File: src/mprs_pkg.sv
// Shared types and constants of the masked Poisson relaxation solver.
`timescale 1ns / 1ps
package mprs_pkg;

   // item opcodes carried in req_tuser
   localparam logic [1:0] OP_LOAD = 2'd0;
   localparam logic [1:0] OP_RUN  = 2'd1;
   localparam logic [1:0] OP_READ = 2'd2;

   // configuration register indexes
   localparam logic [2:0] CSR_WIDTH     = 3'd0;
   localparam logic [2:0] CSR_HEIGHT    = 3'd1;
   localparam logic [2:0] CSR_ITER      = 3'd2;
   localparam logic [2:0] CSR_INTERVAL  = 3'd3;
   localparam logic [2:0] CSR_THRESHOLD = 3'd4;

   localparam int FIELD_BITS   = 24;
   localparam int ERR_BITS     = 48;
   localparam int SWEEP_BITS   = 17;
   localparam int CSR_IDX_BITS = 3;
   localparam int CSR_DAT_BITS = 24;
   localparam int REQ_DAT_BITS = 168;
   localparam int RSP_DAT_BITS = 192;

   // control of the stencil unit
   typedef struct packed {
      logic load_ctr;
      logic add_nb;
   } alu_ctl_type;

endpackage

File: src/mprs_alu.sv
// Stencil unit: accumulates the five-point sum and forms update and residual.
`timescale 1ns / 1ps
module mprs_alu #(
   parameter int VB = 24
) (
   input  logic                    clock,
   input  mprs_pkg::alu_ctl_type   ctl,
   input  logic [3*VB-1:0]         rd_val,
   input  logic [3*VB-1:0]         rd_grad,
   output logic [3*VB-1:0]         upd,
   output logic [3*(VB+3)-1:0]     res
);
   import mprs_pkg::*;

   localparam int AB = VB + 3;
   localparam logic signed [AB-1:0] VMAX = AB'((1 << (VB - 1)) - 1);
   localparam logic signed [AB-1:0] VMIN = -VMAX - AB'(1);

   logic signed [AB-1:0] acc_ff [3];
   logic signed [VB-1:0] ctr_ff [3];

   // load center, then add neighbors
   always_ff @(posedge clock) begin
      for (int ch = 0; ch < 3; ch++) begin
         if (ctl.load_ctr) begin
            acc_ff[ch] <= AB'($signed(rd_grad[ch*VB +: VB]));
            ctr_ff[ch] <= $signed(rd_val[ch*VB +: VB]);
         end else if (ctl.add_nb) begin
            acc_ff[ch] <= acc_ff[ch] + AB'($signed(rd_val[ch*VB +: VB]));
         end
      end
   end

   // floor quarter with saturation, and absolute residual
   always_comb begin
      logic signed [AB-1:0] q;
      logic signed [AB:0]   d;
      for (int ch = 0; ch < 3; ch++) begin
         q = acc_ff[ch] >>> 2;
         if (q > VMAX) begin
            upd[ch*VB +: VB] = VMAX[VB-1:0];
         end else if (q < VMIN) begin
            upd[ch*VB +: VB] = VMIN[VB-1:0];
         end else begin
            upd[ch*VB +: VB] = q[VB-1:0];
         end
         d = (AB+1)'(acc_ff[ch]) - ((AB+1)'(ctr_ff[ch]) <<< 2);
         if (d[AB]) begin
            d = -d;
         end
         res[ch*AB +: AB] = d[AB-1:0];
      end
   end

endmodule

File: config.mk
export PLATFORM = sky130hd
export DESIGN_NAME = mprs_alu
export DESIGN_NICKNAME = d
export VERILOG_FILES = /design/src/mprs_pkg.sv /design/src/mprs_alu.sv
export SDC_FILE = /design/constraint.sdc
export NUM_CORES = 1
export LEC_CHECK = 0
export BUFFER_PORTS_ARGS = -buffer_cell sky130_fd_sc_hd__buf_2
export CAP_MARGIN = 40
export CORE_MARGIN = 10
export CORE_UTILIZATION = 63
export CTS_CLUSTER_DIAMETER = 120
export DETAILED_ROUTE_END_ITERATION = 7
export HOLD_SLACK_MARGIN = 0.1
export PLACE_DENSITY = 0.86
export SYNTH_ARGS = -nofsm -noshare
export SYNTH_HDL_FRONTEND = slang
export SYNTH_SLANG_ARGS = --single-unit
File: constraint.sdc
create_clock -name clock -period 10.9 [get_ports clock]
set_input_delay 2.18 -clock clock [delete_from_list [all_inputs] [get_ports clock]]
set_output_delay 2.18 -clock clock [all_outputs]
set_load 0.02 [all_outputs]
* Yosys cells after proc, flatten, opt, wreduce, memory -nomap -nowiden *
Memory sizes are Yosys's and may differ from the RTL's.
Cells that the tools add are included.

operators by class
  add/sub/neg operators = 9
  order comparisons = 6
  muxes and demuxes = 17
  bitwise logic cells = 3

operators with widths
  cell                    count
  $mux W27                6
  $mux W24                6
  $sub A27 B26 Y28        3
  $add A27 B24 Y27        3
  $neg A27 Y27            3
  $gt A25 B24 Y1 const B  3
  $lt A25 B24 Y1 const B  3
  $mux W1                 5
  $or A1 B1 Y1            3

storage, ports and cells
  register bits after elaboration = 0
  memory bits (writable) = 153
  input bits = 147
  output and inout port bits = 153
  memories = 2

memories
  memory  depth  width  read ports  clocked after Yosys merged registers in  write ports  RTL line        source
  acc_ff  3      27     3           0                                        3            mprs_alu.sv:19  logic signed [AB-1:0] acc_ff [3];
  ctr_ff  3      24     3           0                                        3            mprs_alu.sv:20  logic signed [VB-1:0] ctr_ff [3];

* Longest topological paths before layout *
  word-level depth = 4
  depth in mapped cells = 15
  depth with buffers taken out = 14

* Least setup slack after synthesis *
OpenSTA, ideal clock, no wires.

  path type = register -> output
  start = memory acc_ff[0][2] (netlist bit)
  end = output res[25]
  arrival time = 3.525 ns
  data required time = 8.720 ns
  slack = 5.195 ns
  stages on the path, launching flop included = 14
  path through = edfxtp_1 -> inv_1 -> ha_1 -> inv_1 -> fa_1 -> a211oi_1 -> o21ai_0 -> a31oi_1 -> o21ai_0 -> o311ai_0 -> nand4_1 -> nor3_2 -> a41oi_1 -> xnor2_1

RTL lines
  item                RTL line        source
  start: declaration  mprs_alu.sv:19
  end: declaration    mprs_alu.sv:11  output logic [3*(VB+3)-1:0] res

==> key figures <==
Route
  – Vias per cell: slightly above 6
  – Router iterations before antenna repair: 7
  – DRC Markers: 0
  – Final WL: 50000 um
  – Routed len/inst: around 19 um
  – ANT nets after route: 0
  – Initial drt markers: around 1.4k
  – DR vias: 16.1k

Synth
  – Cell variety after synth: slightly above 90
  – Ys Warns: 0
  – Post-Synthesis Cells: 1978
  – Number of synthesized flops with an enable pin: between 150 and 200
  – Mapped Area: ~0.016 mm2
  – Syn nets: between 2k and 2.5k
  – Post-synth ARST share: 0%
  – Syn_area_per_cell: between 8 and 9 um2
  – Share of the synthesized area in the top cell type: between 20 and 30%
  – Top post-synthesis cells by area: edfxtp_1 (28%), ha_1 (12%), o21ai_0 (5.8%)
  – Seq cells post-synth: roughly 150
  – Synth top cells by count: nand2_1 (214), o21ai_0 (190), nor2_1 (158), ha_1 (156), edfxtp_1 (153)
  – Synth area leader: edfxtp_1
  – Most common cell in the netlist: nand2_1
  – Main synth FF type: edfxtp_1
  – Seq/Total Area, Yosys: roughly 28%

Power
  – Switching Share: 47.1%
  – Cell internal pwr: ~1900 uW
  – Pwr per Cell Area: 187 mW/mm2
  – Peak VDD IR: about 150 uV
  – P_sw: between 1500 and 2000 uW
  – Clock power share: roughly 18%
  – Combinational share of power: ~60%
  – Leakage: 0.00847 uW
  – Seq pwr share: 22.5%

Worst setup path
  – Critical Path AT: 4.72 ns
  – CP Launch Type: flop
  – Crit Path Class: flop to primary output
  – Max incr delay on CP: around 0.64 ns
  – Req. time, crit path: between 8 and 9 ns
  – Worst setup EP type: primary output
  – Critical Path Fanout Max: 5
  – Critical Path, Cell by Cell: inv_1, ha_1, inv_1, fa_1, a211oi_1, o21ai_0, a31oi_1, o21ai_0, o311ai_0, nand4_1, nor3_2, a41oi_1, xnor2_1, buf_2
  – WP buf/inv: 3
  – Largest delay share family, worst path: compound AO/OA/AOI/OAI gates
  – Worst path slowest cell: o311ai_0

Floorplan
  – Num ports: 300
  – Die ar.: about 0.033 mm2
  – Die height: approximately 180 um
  – Core Region: 0.0254 mm2
  – Number of cell rows: between 50 and 60
  – Die W: 181 um
  – Initial Util: ~65%

Timing
  – Worst Skew: between 0.02 and 0.025 ns
  – Slew headroom: 38.4%
  – Least-Margin Pin Slew: around 0.9 ns
  – Final TNS setup: 0 ns
  – Hold slack: around 0.74 ns
  – Fin crit period: between 6 and 7 ns
  – Period utilization: 63.3%
  – Setup-violating endpoint count in the final report: 0
  – Fin. Hold Viols: 0
  – RSZ-0062 raised after global routing: no
  – Max-slew violations: 0
  – Fmax: ~140 MHz

Hold path
  – Worst min path class: flop to flop

Layout
  – Layout area overhead: 14.5%
  – Fin util: between 70% and 80%
  – Layout cell share with drive strength beyond 1: between 10% and 20%
  – Fin area: 0.0188 mm2
  – Fin nets: 2547

Global route
  – Total grt overflow: 0
  – Global-route wire length before repair: around 79000 um
  – Vias in the first global route: 15.5k
  – GRT Total Usage: a little under 30%
  – Largest net degree at the start of global routing: between 80 and 90
  – Initial antenna violation count: 1

Place
  – Placed Area: between 0.015 and 0.02 mm2
  – Port Buffers: ~300
  – Gpl congestion: around 0.97
  – Dpl hpwl: ~40000 um

Clocking
  – CTS tree: done
  – Cts repair resizes: 0
  – H-tree levels: 4
  – Root buffer cell: clkbuf_16
  – Worst-Skew Late Latency: ~0.44 ns
  – Clock Path Buffers: 2
  – Clock sink count: roughly 150
  – Total CTS buffers: 17
  – Worst-path clk slew: 0.08 ns
  – Post-CTS setup buffer count: 0
  – Post-cts hold buffer count: 0

Status
  – Status: complete, no violations

Job
  – MaxCap Viol Count: 0
power groups by stage:
stage | Clock (uW) | Sequential, uW | Combinational [uW]
2_1_floorplan | 0 | 770 | 1490
3_3_place_gp | 0 | 799 | 2000
3_5_place_dp | 0 | 799 | 2060
4_1_cts | 632 | 787 | 2070
5_1_grt | 656 | 794 | 2270
6_report | 632 | 789 | 2090
layer usage:
layer / global-route usage, % / wire, um
met1: 36.3 / 20800
met2: 47.9 / 23400
met3: 6.27 / 4300
met4: 10.2 / 1480
met5: 0 / 0
final cells by class:
type / count / area [um2]
Antenna cell: 1 / 2.50
Clock buffer: 19 / 433
Clock inverter: 13 / 170
Fill cell: 1972 / 6630
Inverter: 137 / 514
Multi-Input combinational cell: 1619 / 11000
Sequential cell: 153 / 4590
Tap cell: 330 / 413
Timing Repair Buffer: 310 / 1630
final timing paths:
path / to / slack [ns] / cells past startpoint / startpoint
max reg2reg: acc_ff[0][24] / 7.11 / 13 / acc_ff[0][0]
max: res[25] / 4.00 / 14 / acc_ff[0][2]
min reg2reg: acc_ff[2][0] / 0.74 / 3 / acc_ff[2][0]
min: acc_ff[2][0] / 0.74 / 3 / acc_ff[2][0]
cells by family after synthesis:
group,Yosys count,share of synthesized area (%)
mux,7,0.443
simple gates,627,18.3
compound gates,622,24.7
flops,153,28.0
fa+ha+maj,188,14.2
buf+inv,206,4.89
xor+xnor,175,9.35
stage by stage:
stage          total power [uW]  instances  worst slack, ns
5_1_grt                    3720       2582             3.73
3_3_place_gp               2800       2545             4.71
3_5_place_dp               2860       2548             4.57
4_1_cts                    3490       2580             4.06
2_1_floorplan              2260       1978             5.19
6_report                   3510       2582             4.00
registers in the layout (all words and copies together) (netlist names):
register	count
acc_ff	81
ctr_ff	72
placed cells by master, fill, tap and decap left out, drive strengths merged, types with 19 or more instances in the layout:
master  count
a31oi      22
a21oi     134
nor2      158
inv       140
xnor2     102
and3       19
or3        21
ha        156
o21a       44
clkbuf     20
o21bai     22
buf       309
xor2       73
nor3       54
edfxtp    153
a21o       53
a211oi     27
o211ai     23
maj3       26
nand3      30
nor2b      24
o21ai     193
nand2     214
worst register-to-register path: cells and delay by family, from the launching register on:
kind            cells  cell delay (ns)
flops               1             0.46
buf+inv             1             0.07
simple gates        1             0.07
fa+ha+maj           2             0.47
compound gates      9             2.49
Power figures use the tool's default switching activity.
